==> src/rtl/core/prc_pkg.sv <==
// ----------------------------------------------------------------------------
// prc_pkg
// Shared widths, constants, register map, microcode table and control types
// of the PID rotor pulse controller.
// ----------------------------------------------------------------------------
package prc_pkg;

    localparam int IN_W    = 16;   // measured time / target time
    localparam int ERR_W   = 17;   // exact error
    localparam int DIFF_W  = 18;   // error change
    localparam int GAIN_W  = 24;   // unsigned Q8.16 gains
    localparam int DIV_W   = 8;    // derivative time step
    localparam int MUL_A_W = GAIN_W + 1;
    localparam int PROD_W  = MUL_A_W + DIFF_W;
    localparam int MAG_W   = GAIN_W + ERR_W;   // magnitude of any product
    localparam int ACC_W   = 40;
    localparam int SUM_W   = 44;
    localparam int OUT_W   = 12;
    localparam int Q_FRAC  = 16;
    localparam int CLAMP_W = 27;   // magnitude bits of the clamped sum
    localparam int ADDR_W  = 5;
    localparam int DATA_W  = 32;
    localparam int REG_IDX_W = ADDR_W - 2;
    localparam int CNT_W   = $clog2(MAG_W);

    localparam logic [CNT_W-1:0] DIV_LAST_CNT = CNT_W'(MAG_W - 1);

    // register map, index = paddr / 4
    localparam logic [REG_IDX_W-1:0] REG_TARGET   = REG_IDX_W'(0);
    localparam logic [REG_IDX_W-1:0] REG_GAIN_P   = REG_IDX_W'(1);
    localparam logic [REG_IDX_W-1:0] REG_GAIN_I   = REG_IDX_W'(2);
    localparam logic [REG_IDX_W-1:0] REG_GAIN_D   = REG_IDX_W'(3);
    localparam logic [REG_IDX_W-1:0] REG_STEP_DIV = REG_IDX_W'(4);

    localparam logic signed [IN_W-1:0] TARGET_RST  = IN_W'(1000);
    localparam logic [GAIN_W-1:0]      GAIN_P_RST  = GAIN_W'(98304);
    localparam logic [GAIN_W-1:0]      GAIN_I_RST  = GAIN_W'(2621);
    localparam logic [GAIN_W-1:0]      GAIN_D_RST  = GAIN_W'(32768);
    localparam logic [DIV_W-1:0]       STEP_DIV_RST = DIV_W'(5);

    localparam logic signed [ERR_W-1:0] BAND_HI = ERR_W'(400);
    localparam logic signed [ERR_W-1:0] BAND_LO = -BAND_HI;

    localparam logic signed [SUM_W-1:0] ACC_MAX = (SUM_W'(1) << (ACC_W - 1)) - SUM_W'(1);
    localparam logic signed [SUM_W-1:0] ACC_MIN = -ACC_MAX - SUM_W'(1);

    localparam int DRIVE_LIMIT = 2000;
    localparam logic signed [SUM_W-1:0] DRIVE_MAX_Q = SUM_W'(DRIVE_LIMIT * (1 << Q_FRAC));
    localparam logic signed [SUM_W-1:0] DRIVE_MIN_Q = -DRIVE_MAX_Q;
    localparam logic signed [OUT_W-1:0] DRIVE_HI    = OUT_W'(DRIVE_LIMIT);
    localparam logic signed [OUT_W-1:0] DRIVE_LO    = -DRIVE_HI;
    localparam logic [OUT_W-1:0] PULSE_CENTER = OUT_W'(1500);
    localparam logic [OUT_W-1:0] PULSE_MIN    = OUT_W'(500);
    localparam logic [OUT_W-1:0] PULSE_MAX    = OUT_W'(2500);

    typedef enum logic [2:0] {
        ST_WAIT,
        ST_MUL_P,
        ST_MUL_I,
        ST_MUL_D,
        ST_DIV_LOAD,
        ST_DIV_RUN,
        ST_ADD_D,
        ST_EMIT
    } step_t;

    typedef enum logic [2:0] {
        OP_LOAD_ERR,
        OP_MUL_P,
        OP_MUL_I,
        OP_MUL_D,
        OP_DIV_LOAD,
        OP_DIV_STEP,
        OP_ADD_D,
        OP_EMIT
    } op_t;

    typedef enum logic [1:0] {
        COND_NEXT,      // fire and advance
        COND_WAIT_IN,   // fire and advance on an input beat
        COND_LOOP_DIV,  // fire every cycle, advance on the last divider step
        COND_WAIT_OUT   // fire and advance once the output register is free
    } cond_t;

    typedef struct packed {
        op_t   op;
        cond_t cond;
        step_t target;
    } ucode_t;

    typedef struct packed {
        logic load;
        logic step;
    } div_ctrl_t;

    function automatic ucode_t ucode_rom(input step_t s);
        ucode_t w;
        unique case (s)
            ST_WAIT:     w = '{op: OP_LOAD_ERR, cond: COND_WAIT_IN,  target: ST_MUL_P};
            ST_MUL_P:    w = '{op: OP_MUL_P,    cond: COND_NEXT,     target: ST_MUL_I};
            ST_MUL_I:    w = '{op: OP_MUL_I,    cond: COND_NEXT,     target: ST_MUL_D};
            ST_MUL_D:    w = '{op: OP_MUL_D,    cond: COND_NEXT,     target: ST_DIV_LOAD};
            ST_DIV_LOAD: w = '{op: OP_DIV_LOAD, cond: COND_NEXT,     target: ST_DIV_RUN};
            ST_DIV_RUN:  w = '{op: OP_DIV_STEP, cond: COND_LOOP_DIV, target: ST_ADD_D};
            ST_ADD_D:    w = '{op: OP_ADD_D,    cond: COND_NEXT,     target: ST_EMIT};
            ST_EMIT:     w = '{op: OP_EMIT,     cond: COND_WAIT_OUT, target: ST_WAIT};
        endcase
        return w;
    endfunction

endpackage

==> src/rtl/core/prc_in_if.sv <==
// ----------------------------------------------------------------------------
// prc_in_if
// Sample channel: one measured time per beat.
// ----------------------------------------------------------------------------
interface prc_in_if;
    import prc_pkg::*;

    logic                   valid;
    logic                   ready;
    logic signed [IN_W-1:0] measured_time;

    modport source (output valid, output measured_time, input ready);
    modport sink   (input valid, input measured_time, output ready);
endinterface

==> src/rtl/core/prc_out_if.sv <==
// ----------------------------------------------------------------------------
// prc_out_if
// Result channel: clamped drive and rotor pulse width per beat.
// ----------------------------------------------------------------------------
interface prc_out_if;
    import prc_pkg::*;

    logic                    valid;
    logic                    ready;
    logic signed [OUT_W-1:0] drive;
    logic [OUT_W-1:0]        rotor_pulse;

    modport source (output valid, output drive, output rotor_pulse, input ready);
    modport sink   (input valid, input drive, input rotor_pulse, output ready);
endinterface

==> src/rtl/core/prc_div.sv <==
// ----------------------------------------------------------------------------
// prc_div
// Bit-serial restoring divider: unsigned magnitude by an 8-bit divisor,
// one quotient bit per step, quotient truncated.
// ----------------------------------------------------------------------------
module prc_div (
    input  logic                      clk,
    input  logic                      rst_n,
    input  prc_pkg::div_ctrl_t        ctrl,
    input  logic [prc_pkg::MAG_W-1:0] dividend,
    input  logic [prc_pkg::DIV_W-1:0] divisor,
    output logic [prc_pkg::MAG_W-1:0] quotient,
    output logic                      last
);
    import prc_pkg::*;

    logic [MAG_W-1:0] dq_reg;    // dividend bits out the top, quotient bits in
    logic [DIV_W-1:0] rem_reg;
    logic [DIV_W-1:0] dsr_reg;
    logic [CNT_W-1:0] cnt_reg;

    logic [DIV_W:0]   shifted;
    logic [DIV_W+1:0] trial;
    logic             qbit;

    always_comb
    begin
        shifted = {rem_reg, dq_reg[MAG_W-1]};
        trial   = {1'b0, shifted} - {2'b00, dsr_reg};
        qbit    = ~trial[DIV_W+1];
    end

    always_ff @(posedge clk or negedge rst_n)
    begin
        if (!rst_n)
        begin
            cnt_reg <= '0;
        end
        else if (ctrl.load)
        begin
            cnt_reg <= DIV_LAST_CNT;
        end
        else if (ctrl.step && cnt_reg != '0)
        begin
            cnt_reg <= cnt_reg - CNT_W'(1);
        end
    end

    always_ff @(posedge clk)
    begin
        if (ctrl.load)
        begin
            dq_reg  <= dividend;
            rem_reg <= '0;
            dsr_reg <= divisor;
        end
        else if (ctrl.step)
        begin
            dq_reg  <= {dq_reg[MAG_W-2:0], qbit};
            rem_reg <= qbit ? trial[DIV_W-1:0] : shifted[DIV_W-1:0];
        end
    end

    assign quotient = dq_reg;
    assign last     = (cnt_reg == '0);

endmodule

==> src/rtl/core/pid_rotor_pulse_controller.sv <==
// ----------------------------------------------------------------------------
// pid_rotor_pulse_controller
// PID step per measured time sample with integral band reset, driven by a
// microcoded sequencer over one shared multiplier and a serial divider.
// ----------------------------------------------------------------------------
// Sequence: a sample beat runs the P, I and D multiplies, the divider load, the
//   41 steps of the bit-serial divider for the derivative term, the D add and
//   the emit step, which loads the result register once it is free; the result
//   shows from the next cycle on. A new sample is taken only after the emit.
// Reset: rst_n clears the step counter, the integral, the previous error,
//   the output valid and restores the register defaults.
module pid_rotor_pulse_controller (
    input  logic                       clk,
    input  logic                       rst_n,
    input  logic                       psel,
    input  logic                       penable,
    input  logic                       pwrite,
    input  logic [prc_pkg::ADDR_W-1:0] paddr,
    input  logic [prc_pkg::DATA_W-1:0] pwdata,
    output logic [prc_pkg::DATA_W-1:0] prdata,
    output logic                       pready,
    prc_in_if.sink                     sample,
    prc_out_if.source                  result
);
    import prc_pkg::*;

    // configuration
    logic signed [IN_W-1:0] target_reg;
    logic [GAIN_W-1:0]      gain_p_reg;
    logic [GAIN_W-1:0]      gain_i_reg;
    logic [GAIN_W-1:0]      gain_d_reg;
    logic [DIV_W-1:0]       step_div_reg;
    logic                   cfg_wr;
    logic [REG_IDX_W-1:0]   cfg_idx;

    // sequencer
    step_t     step_reg;
    step_t     step_next;
    ucode_t    uc;
    logic      fire;
    logic      advance;
    logic      out_free;
    div_ctrl_t div_ctrl;
    logic      div_last;

    // datapath
    logic signed [ERR_W-1:0]  err_reg;
    logic signed [ERR_W-1:0]  prev_reg;
    logic signed [ACC_W-1:0]  acc_reg;
    logic signed [PROD_W-1:0] prod_reg;
    logic signed [SUM_W-1:0]  sum_reg;
    logic                     d_neg_reg;

    logic signed [ERR_W-1:0]   err_new;
    logic signed [DIFF_W-1:0]  diff;
    logic signed [MUL_A_W-1:0] mul_a;
    logic signed [DIFF_W-1:0]  mul_b;
    logic signed [PROD_W-1:0]  product;
    logic                      in_band;
    logic signed [SUM_W-1:0]   acc_sum;
    logic signed [ACC_W-1:0]   acc_sat;
    logic signed [PROD_W-1:0]  prod_abs;
    logic [MAG_W-1:0]          quotient;
    logic [DIV_W-1:0]          div_eff;
    logic signed [SUM_W-1:0]   q_ext;
    logic signed [SUM_W-1:0]   d_val;
    logic signed [SUM_W-1:0]   clamped;
    logic signed [SUM_W-1:0]   clamped_abs;
    logic [CLAMP_W-1:0]        clamp_mag;
    logic [OUT_W-1:0]          drive_mag;
    logic [OUT_W-1:0]          half_mag;
    logic signed [OUT_W-1:0]   drive_new;
    logic [OUT_W-1:0]          pulse_new;

    // output register
    logic                    out_valid_reg;
    logic signed [OUT_W-1:0] drive_reg;
    logic [OUT_W-1:0]        pulse_reg;

    // ---------------- configuration port ----------------
    assign pready  = 1'b1;
    assign cfg_wr  = psel & penable & pwrite;
    assign cfg_idx = paddr[ADDR_W-1:2];

    always_ff @(posedge clk or negedge rst_n)
    begin
        if (!rst_n)
        begin
            target_reg   <= TARGET_RST;
            gain_p_reg   <= GAIN_P_RST;
            gain_i_reg   <= GAIN_I_RST;
            gain_d_reg   <= GAIN_D_RST;
            step_div_reg <= STEP_DIV_RST;
        end
        else if (cfg_wr)
        begin
            unique case (cfg_idx)
                REG_TARGET:   target_reg   <= pwdata[IN_W-1:0];
                REG_GAIN_P:   gain_p_reg   <= pwdata[GAIN_W-1:0];
                REG_GAIN_I:   gain_i_reg   <= pwdata[GAIN_W-1:0];
                REG_GAIN_D:   gain_d_reg   <= pwdata[GAIN_W-1:0];
                REG_STEP_DIV: step_div_reg <= pwdata[DIV_W-1:0];
                default:      ;
            endcase
        end
    end

    always_comb
    begin
        unique case (cfg_idx)
            REG_TARGET:   prdata = DATA_W'($unsigned(target_reg));
            REG_GAIN_P:   prdata = DATA_W'(gain_p_reg);
            REG_GAIN_I:   prdata = DATA_W'(gain_i_reg);
            REG_GAIN_D:   prdata = DATA_W'(gain_d_reg);
            REG_STEP_DIV: prdata = DATA_W'(step_div_reg);
            default:      prdata = '0;
        endcase
    end

    // ---------------- sequencer ----------------
    assign out_free     = ~out_valid_reg | result.ready;
    assign sample.ready = (uc.cond == COND_WAIT_IN);

    always_ff @(posedge clk or negedge rst_n)
    begin
        if (!rst_n)
        begin
            step_reg <= ST_WAIT;
        end
        else
        begin
            step_reg <= step_next;
        end
    end

    always_comb
    begin
        uc = ucode_rom(step_reg);
        unique case (uc.cond)
            COND_NEXT:
            begin
                fire    = 1'b1;
                advance = 1'b1;
            end
            COND_WAIT_IN:
            begin
                fire    = sample.valid;
                advance = sample.valid;
            end
            COND_LOOP_DIV:
            begin
                fire    = 1'b1;
                advance = div_last;
            end
            COND_WAIT_OUT:
            begin
                fire    = out_free;
                advance = out_free;
            end
        endcase
        step_next     = advance ? uc.target : step_reg;
        div_ctrl.load = fire && (uc.op == OP_DIV_LOAD);
        div_ctrl.step = fire && (uc.op == OP_DIV_STEP);
    end

    // ---------------- datapath ----------------
    always_comb
    begin
        err_new = ERR_W'(sample.measured_time) - ERR_W'(target_reg);
        diff    = DIFF_W'(err_reg) - DIFF_W'(prev_reg);
        in_band = (err_reg > BAND_LO) && (err_reg < BAND_HI);

        // one shared multiplier, operands picked by the control word
        unique case (uc.op)
            OP_MUL_I:
            begin
                mul_a = {1'b0, gain_i_reg};
                mul_b = DIFF_W'(err_reg);
            end
            OP_MUL_D:
            begin
                mul_a = {1'b0, gain_d_reg};
                mul_b = diff;
            end
            default:
            begin
                mul_a = {1'b0, gain_p_reg};
                mul_b = DIFF_W'(err_reg);
            end
        endcase
        product = PROD_W'(mul_a) * PROD_W'(mul_b);

        acc_sum = SUM_W'(acc_reg) + SUM_W'(prod_reg);
        if (acc_sum > ACC_MAX)
        begin
            acc_sat = ACC_MAX[ACC_W-1:0];
        end
        else if (acc_sum < ACC_MIN)
        begin
            acc_sat = ACC_MIN[ACC_W-1:0];
        end
        else
        begin
            acc_sat = acc_sum[ACC_W-1:0];
        end

        prod_abs = prod_reg[PROD_W-1] ? -prod_reg : prod_reg;
        div_eff  = (step_div_reg == '0) ? DIV_W'(1) : step_div_reg;
        q_ext    = SUM_W'(quotient);
        d_val    = d_neg_reg ? -q_ext : q_ext;

        if (sum_reg > DRIVE_MAX_Q)
        begin
            clamped = DRIVE_MAX_Q;
        end
        else if (sum_reg < DRIVE_MIN_Q)
        begin
            clamped = DRIVE_MIN_Q;
        end
        else
        begin
            clamped = sum_reg;
        end
        clamped_abs = clamped[SUM_W-1] ? -clamped : clamped;
        clamp_mag   = clamped_abs[CLAMP_W-1:0];
        drive_mag   = OUT_W'(clamp_mag[CLAMP_W-1:Q_FRAC]);
        half_mag    = OUT_W'(clamp_mag[CLAMP_W-1:Q_FRAC+1]);
        // truncate toward zero on the magnitude, then restore the sign
        drive_new   = clamped[SUM_W-1] ? -drive_mag : drive_mag;
        pulse_new   = clamped[SUM_W-1] ? PULSE_CENTER + half_mag : PULSE_CENTER - half_mag;
    end

    prc_div u_div (
        .clk      (clk),
        .rst_n    (rst_n),
        .ctrl     (div_ctrl),
        .dividend (prod_abs[MAG_W-1:0]),
        .divisor  (div_eff),
        .quotient (quotient),
        .last     (div_last)
    );

    // state carried from sample to sample
    always_ff @(posedge clk or negedge rst_n)
    begin
        if (!rst_n)
        begin
            acc_reg  <= '0;
            prev_reg <= '0;
        end
        else if (fire && uc.op == OP_MUL_D)
        begin
            acc_reg  <= in_band ? acc_sat : '0;
            prev_reg <= err_reg;
        end
    end

    always_ff @(posedge clk)
    begin
        if (fire)
        begin
            unique case (uc.op)
                OP_LOAD_ERR: err_reg <= err_new;
                OP_MUL_P:    prod_reg <= product;
                OP_MUL_I:
                begin
                    sum_reg  <= SUM_W'(prod_reg);
                    prod_reg <= product;
                end
                OP_MUL_D:    prod_reg <= product;
                OP_DIV_LOAD:
                begin
                    sum_reg   <= sum_reg + SUM_W'(acc_reg);
                    d_neg_reg <= prod_reg[PROD_W-1];
                end
                OP_DIV_STEP: ;
                OP_ADD_D:    sum_reg <= sum_reg + d_val;
                OP_EMIT:
                begin
                    drive_reg <= drive_new;
                    pulse_reg <= pulse_new;
                end
            endcase
        end
    end

    // ---------------- output register ----------------
    always_ff @(posedge clk or negedge rst_n)
    begin
        if (!rst_n)
        begin
            out_valid_reg <= 1'b0;
        end
        else if (fire && uc.op == OP_EMIT)
        begin
            out_valid_reg <= 1'b1;
        end
        else if (result.ready)
        begin
            out_valid_reg <= 1'b0;
        end
    end

    assign result.valid       = out_valid_reg;
    assign result.drive       = drive_reg;
    assign result.rotor_pulse = pulse_reg;

    // ---------------- assertions ----------------
    a_accept_starts: assert property (@(posedge clk) disable iff (!rst_n)
        (sample.valid && sample.ready) |=> (step_reg == ST_MUL_P))
        else $error("sample beat did not start the multiply steps");

    a_emit_source: assert property (@(posedge clk) disable iff (!rst_n)
        $rose(out_valid_reg) |-> $past(step_reg == ST_EMIT))
        else $error("result valid raised outside the emit step");

    a_band_clear: assert property (@(posedge clk) disable iff (!rst_n)
        (step_reg == ST_MUL_D && !in_band) |=> (acc_reg == '0))
        else $error("integral not cleared outside the error band");

    a_div_exit: assert property (@(posedge clk) disable iff (!rst_n)
        (step_reg == ST_DIV_RUN && div_last) |=> (step_reg == ST_ADD_D))
        else $error("sequencer did not leave the divide loop on its last step");

    a_out_range: assert property (@(posedge clk) disable iff (!rst_n)
        result.valid |-> (result.drive >= DRIVE_LO && result.drive <= DRIVE_HI &&
                          result.rotor_pulse >= PULSE_MIN &&
                          result.rotor_pulse <= PULSE_MAX))
        else $error("result outside the clamped drive or pulse range");

endmodule

==> src/flat_wrapper.sv <==
// flat-port wrapper written by rule: the top's interface ports become plain ports
module pid_rotor_pulse_controller_flat import prc_pkg::*;
  (clk, rst_n, psel, penable, pwrite, paddr, pwdata, prdata, pready, sample_valid, sample_measured_time, sample_ready, result_valid, result_drive, result_rotor_pulse, result_ready);
  prc_in_if sample_i ();
  prc_out_if result_i ();
  input  logic clk;
  input  logic rst_n;
  input  logic psel;
  input  logic penable;
  input  logic pwrite;
  input  logic [prc_pkg::ADDR_W-1:0] paddr;
  input  logic [prc_pkg::DATA_W-1:0] pwdata;
  output logic [prc_pkg::DATA_W-1:0] prdata;
  output logic pready;
  input wire logic [$bits(sample_i.valid)-1:0] sample_valid;
  input wire logic [$bits(sample_i.measured_time)-1:0] sample_measured_time;
  output wire logic [$bits(sample_i.ready)-1:0] sample_ready;
  output wire logic [$bits(result_i.valid)-1:0] result_valid;
  output wire logic [$bits(result_i.drive)-1:0] result_drive;
  output wire logic [$bits(result_i.rotor_pulse)-1:0] result_rotor_pulse;
  input wire logic [$bits(result_i.ready)-1:0] result_ready;
  assign sample_i.valid = sample_valid;
  assign sample_i.measured_time = sample_measured_time;
  assign sample_ready = sample_i.ready;
  assign result_valid = result_i.valid;
  assign result_drive = result_i.drive;
  assign result_rotor_pulse = result_i.rotor_pulse;
  assign result_i.ready = result_ready;
  pid_rotor_pulse_controller u_core (.clk(clk), .rst_n(rst_n), .psel(psel), .penable(penable), .pwrite(pwrite), .paddr(paddr), .pwdata(pwdata), .prdata(prdata), .pready(pready), .sample(sample_i), .result(result_i));
endmodule
==> config.mk <==
export PLATFORM = sky130hd
export DESIGN_NAME = pid_rotor_pulse_controller_flat
export DESIGN_NICKNAME = d
export VERILOG_FILES = /design/src/rtl/core/prc_pkg.sv /design/src/rtl/core/prc_in_if.sv /design/src/rtl/core/prc_out_if.sv /design/src/rtl/core/prc_div.sv /design/src/rtl/core/pid_rotor_pulse_controller.sv /design/src/flat_wrapper.sv
export SDC_FILE = /design/constraint.sdc
export NUM_CORES = 2
export LEC_CHECK = 0
export ABC_AREA = 1
export ABC_CLOCK_PERIOD_IN_PS = 9050
export BUFFER_PORTS_ARGS = -buffer_cell sky130_fd_sc_hd__clkbuf_2
export CAP_MARGIN = 5
export CORE_MARGIN = 1
export CORE_UTILIZATION = 60
export DETAILED_ROUTE_END_ITERATION = 6
export PLACE_DENSITY = 0.83
export RECOVER_POWER = 25
export SKIP_CTS_REPAIR_TIMING = 1
export SYNTH_ARGS = -nofsm -noshare
export SYNTH_HDL_FRONTEND = slang
export SYNTH_SLANG_ARGS = --single-unit
==> constraint.sdc <==
create_clock -name clk -period 9.05 [get_ports clk]
set_input_delay 1.81 -clock clk [delete_from_list [all_inputs] [get_ports clk]]
set_output_delay 1.81 -clock clk [all_outputs]
set_load 0.01 [all_outputs]
==> results.json <==
{
  "outcome": "complete, but fails checks",
  "postSynthRegisterBits": 349,
  "final_nets": 5866,
  "clkTransAtPathRegs_ns": 0.07,
  "initial_core_util": 0.608,
  "route.detailed.vias_per_inst": 5.76,
  "global_route.usage.total": 0.333,
  "drc": 1,
  "reg2reg_setup_slack_ns": 0.44,
  "core_area_um2": 64600,
  "slowest_delay_ns": 0.56,
  "critPathLaunchType": "register",
  "final.period_utilization": 0.951,
  "syn-cell-area_um2": 39300,
  "chipHeight_um": 258,
  "worst_slack_ns": 0.442,
  "place_hpwl_mm": 86.6,
  "skew_ns": 0.0529,
  "yosysWarningCount": 0,
  "synth_enable_flop_cells": 178,
  "fp.dieW_um": 258,
  "grt_start_max_net_pins": 99,
  "crit_top_cell": "inv_1",
  "multiInputGateArea_um2": 25700,
  "place_worst_setup_slack_ns": 0.484,
  "synth-async-reset-ratio": 0.467,
  "filler_cells": 5412,
  "maxClockFrequency_mhz": 116,
  "min_delay_worst_endpoint": "u_core.u_div.dsr_reg[7]",
  "design.die.area_um2": 66500,
  "crit_type": "reg -> reg",
  "dr.pass1.iters": 7,
  "synth.distinct_cells": 71,
  "critical_path_required_ns": 9.34,
  "largest_register_ffs": 44,
  "area.sequential_um2": 9610,
  "timing.critical_path.max_delay_family": "adder cells",
  "holdCritPathClass": "reg -> reg",
  "postSynthAreaPerCell_um2": 7.72,
  "detail_route.iter0.violations": 3382,
  "timing.max_cap.violations": 3,
  "yosys.cell_count.top_type": "nand2_1",
  "worst-endpoint-arrival_ns": 8.89,
  "worst_skew_pair.late_latency_ns": 0.59,
  "post_synth_main_area_contributors": "fa_1 (18%), edfxtp_1 (14%), nand2_1 (11%), dfrtp_1 (9.2%), ha_1 (9.1%)",
  "worst_slew_margin_rel": -2.51,
  "worst_setup_path_end_kind": "register",
  "vias": 34853,
  "grt_pass1_vias": 34924,
  "failed_checks": "DRC, capacitance limit, slew limit",
  "totalNegativeSetupSlack_ns": 0,
  "seq_area_frac_synth": 0.244,
  "cts-buffers-inserted": 41,
  "final_max_slew_viol_count": 197,
  "layoutNonFillerInstCount": 6050,
  "setup_repair_after_global_routing_missed_its_margin": "no",
  "hold_path_depth": 0,
  "postSynthCellCount": 5092,
  "antenna_cells": 0,
  "min-delay-start": "u_core.step_div_reg[7]",
  "setup_viol": 0,
  "grt_pass1_wl_mm": 177,
  "cts-root-to-sink-buffers": 3,
  "worst_path_max_delay_cell": "fa_1",
  "grt_remaining_overflow": 0,
  "finalCriticalPeriod_ns": 8.61,
  "finalWirelength_mm": 110,
  "cts-htree-levels": 2,
  "layout-area-overhead-vs-synth_pct": 7.60,
  "worst_r2r_path_depth": 36,
  "std_cell_rows": 93,
  "gp_congestion": 0.970,
  "final_antenna_net_count": 0,
  "place_inst": 5974,
  "numPortBuffers": 99,
  "fraction_of_final_layout_cells_with_drive_strength_greater_than_1": 0.0654,
  "finalHoldViolCount": 0,
  "detail_route.wl_per_cell_um": 18.2,
  "cts.sink_count": 349,
  "cp_max_fo": 13,
  "yosys.area.top_type": "fa_1",
  "synth.cells.most_frequent": "nand2_1 (1,144), inv_1 (861), nor2_1 (451)",
  "io-pin-count": 119,
  "synth_top_flop_cell": "edfxtp_1",
  "final_core_util": 0.655,
  "r2r-start": "u_core.err_reg[0]",
  "actual_transition_at_the_worst_max_transition_pin_ns": 5.27,
  "antenna_violations_before_repair": 0,
  "worst_r2r_endpoint": "u_core.prod_reg[40]",
  "cts_tree": "done",
  "synth_largest_type_area_fraction": 0.182,
  "cts.root.buffer_cell": "clkbuf_16",
  "path_buf_inv": 12
}
cells by family after synthesis:
group | share of synthesized area
other | 0.000191
buffers and inverters | 0.103
AO/OA/AOI/OAI | 0.125
AND/OR/NAND/NOR | 0.204
XOR/XNOR | 0.0501
adder cells (fa/ha/maj) | 0.273
flip-flops | 0.244
worst max path at each step:
| stage | start | depth (start not counted) | to | slack, ns |
|---|---|---|---|---|
| final | u_core.err_reg[0] | 36 | u_core.prod_reg[40] | 0.44 |
| after detailed placement | u_core.err_reg[2] | 33 | u_core.prod_reg[37] | 0.48 |
| after global routing | u_core.err_reg[0] | 36 | u_core.prod_reg[40] | 0.02 |
| after CTS | u_core.err_reg[0] | 34 | u_core.prod_reg[37] | 0.40 |
| after global placement | u_core.err_reg[0] | 34 | u_core.prod_reg[37] | 0.65 |
| after floorplan | u_core.err_reg[0] | 35 | u_core.prod_reg[26] | 1.66 |
layout make-up:
type | count | area share
Clock buffer | 54 | 0.0277
Clock inverter | 22 | 0.00713
Inverter | 882 | 0.0783
Multi-Input combinational cell | 3701 | 0.608
Sequential cell | 349 | 0.227
Tap cell | 855 | 0.0253
Timing Repair Buffer | 187 | 0.0267
stage by stage:
stage	cell area, um^2	hold slack [ns]
after floorplan	39300	0.453
after global placement	40900	0.459
after detailed placement	40900	0.467
after CTS	42300	0.484
after global routing	42300	0.494
final	42300	0.481
metal layers:
metal  GRT usage  share of wire  up-vias
met3      0.0537          0.081      373
met4       0.167          0.055        0
met5           0              0        -
li1            -              -    16421
met1       0.409           0.39    16467
met2       0.569           0.48     1592
placed cells by master, fill, tap and decap left out, types with 82 or more instances in the layout:
master / instances
xor2_1: 149
a21oi_1: 285
clkbuf_2: 94
edfxtp_1: 178
fa_1: 357
buf_4: 82
ha_1: 287
o21ai_0: 341
nand2_1: 1141
dfrtp_1: 145
nor2_1: 447
nand3_1: 195
inv_1: 859
Power is left out: the tool's default activity adds up to more than one toggle a clock period on the data nets, which glitch-free logic cannot reach.
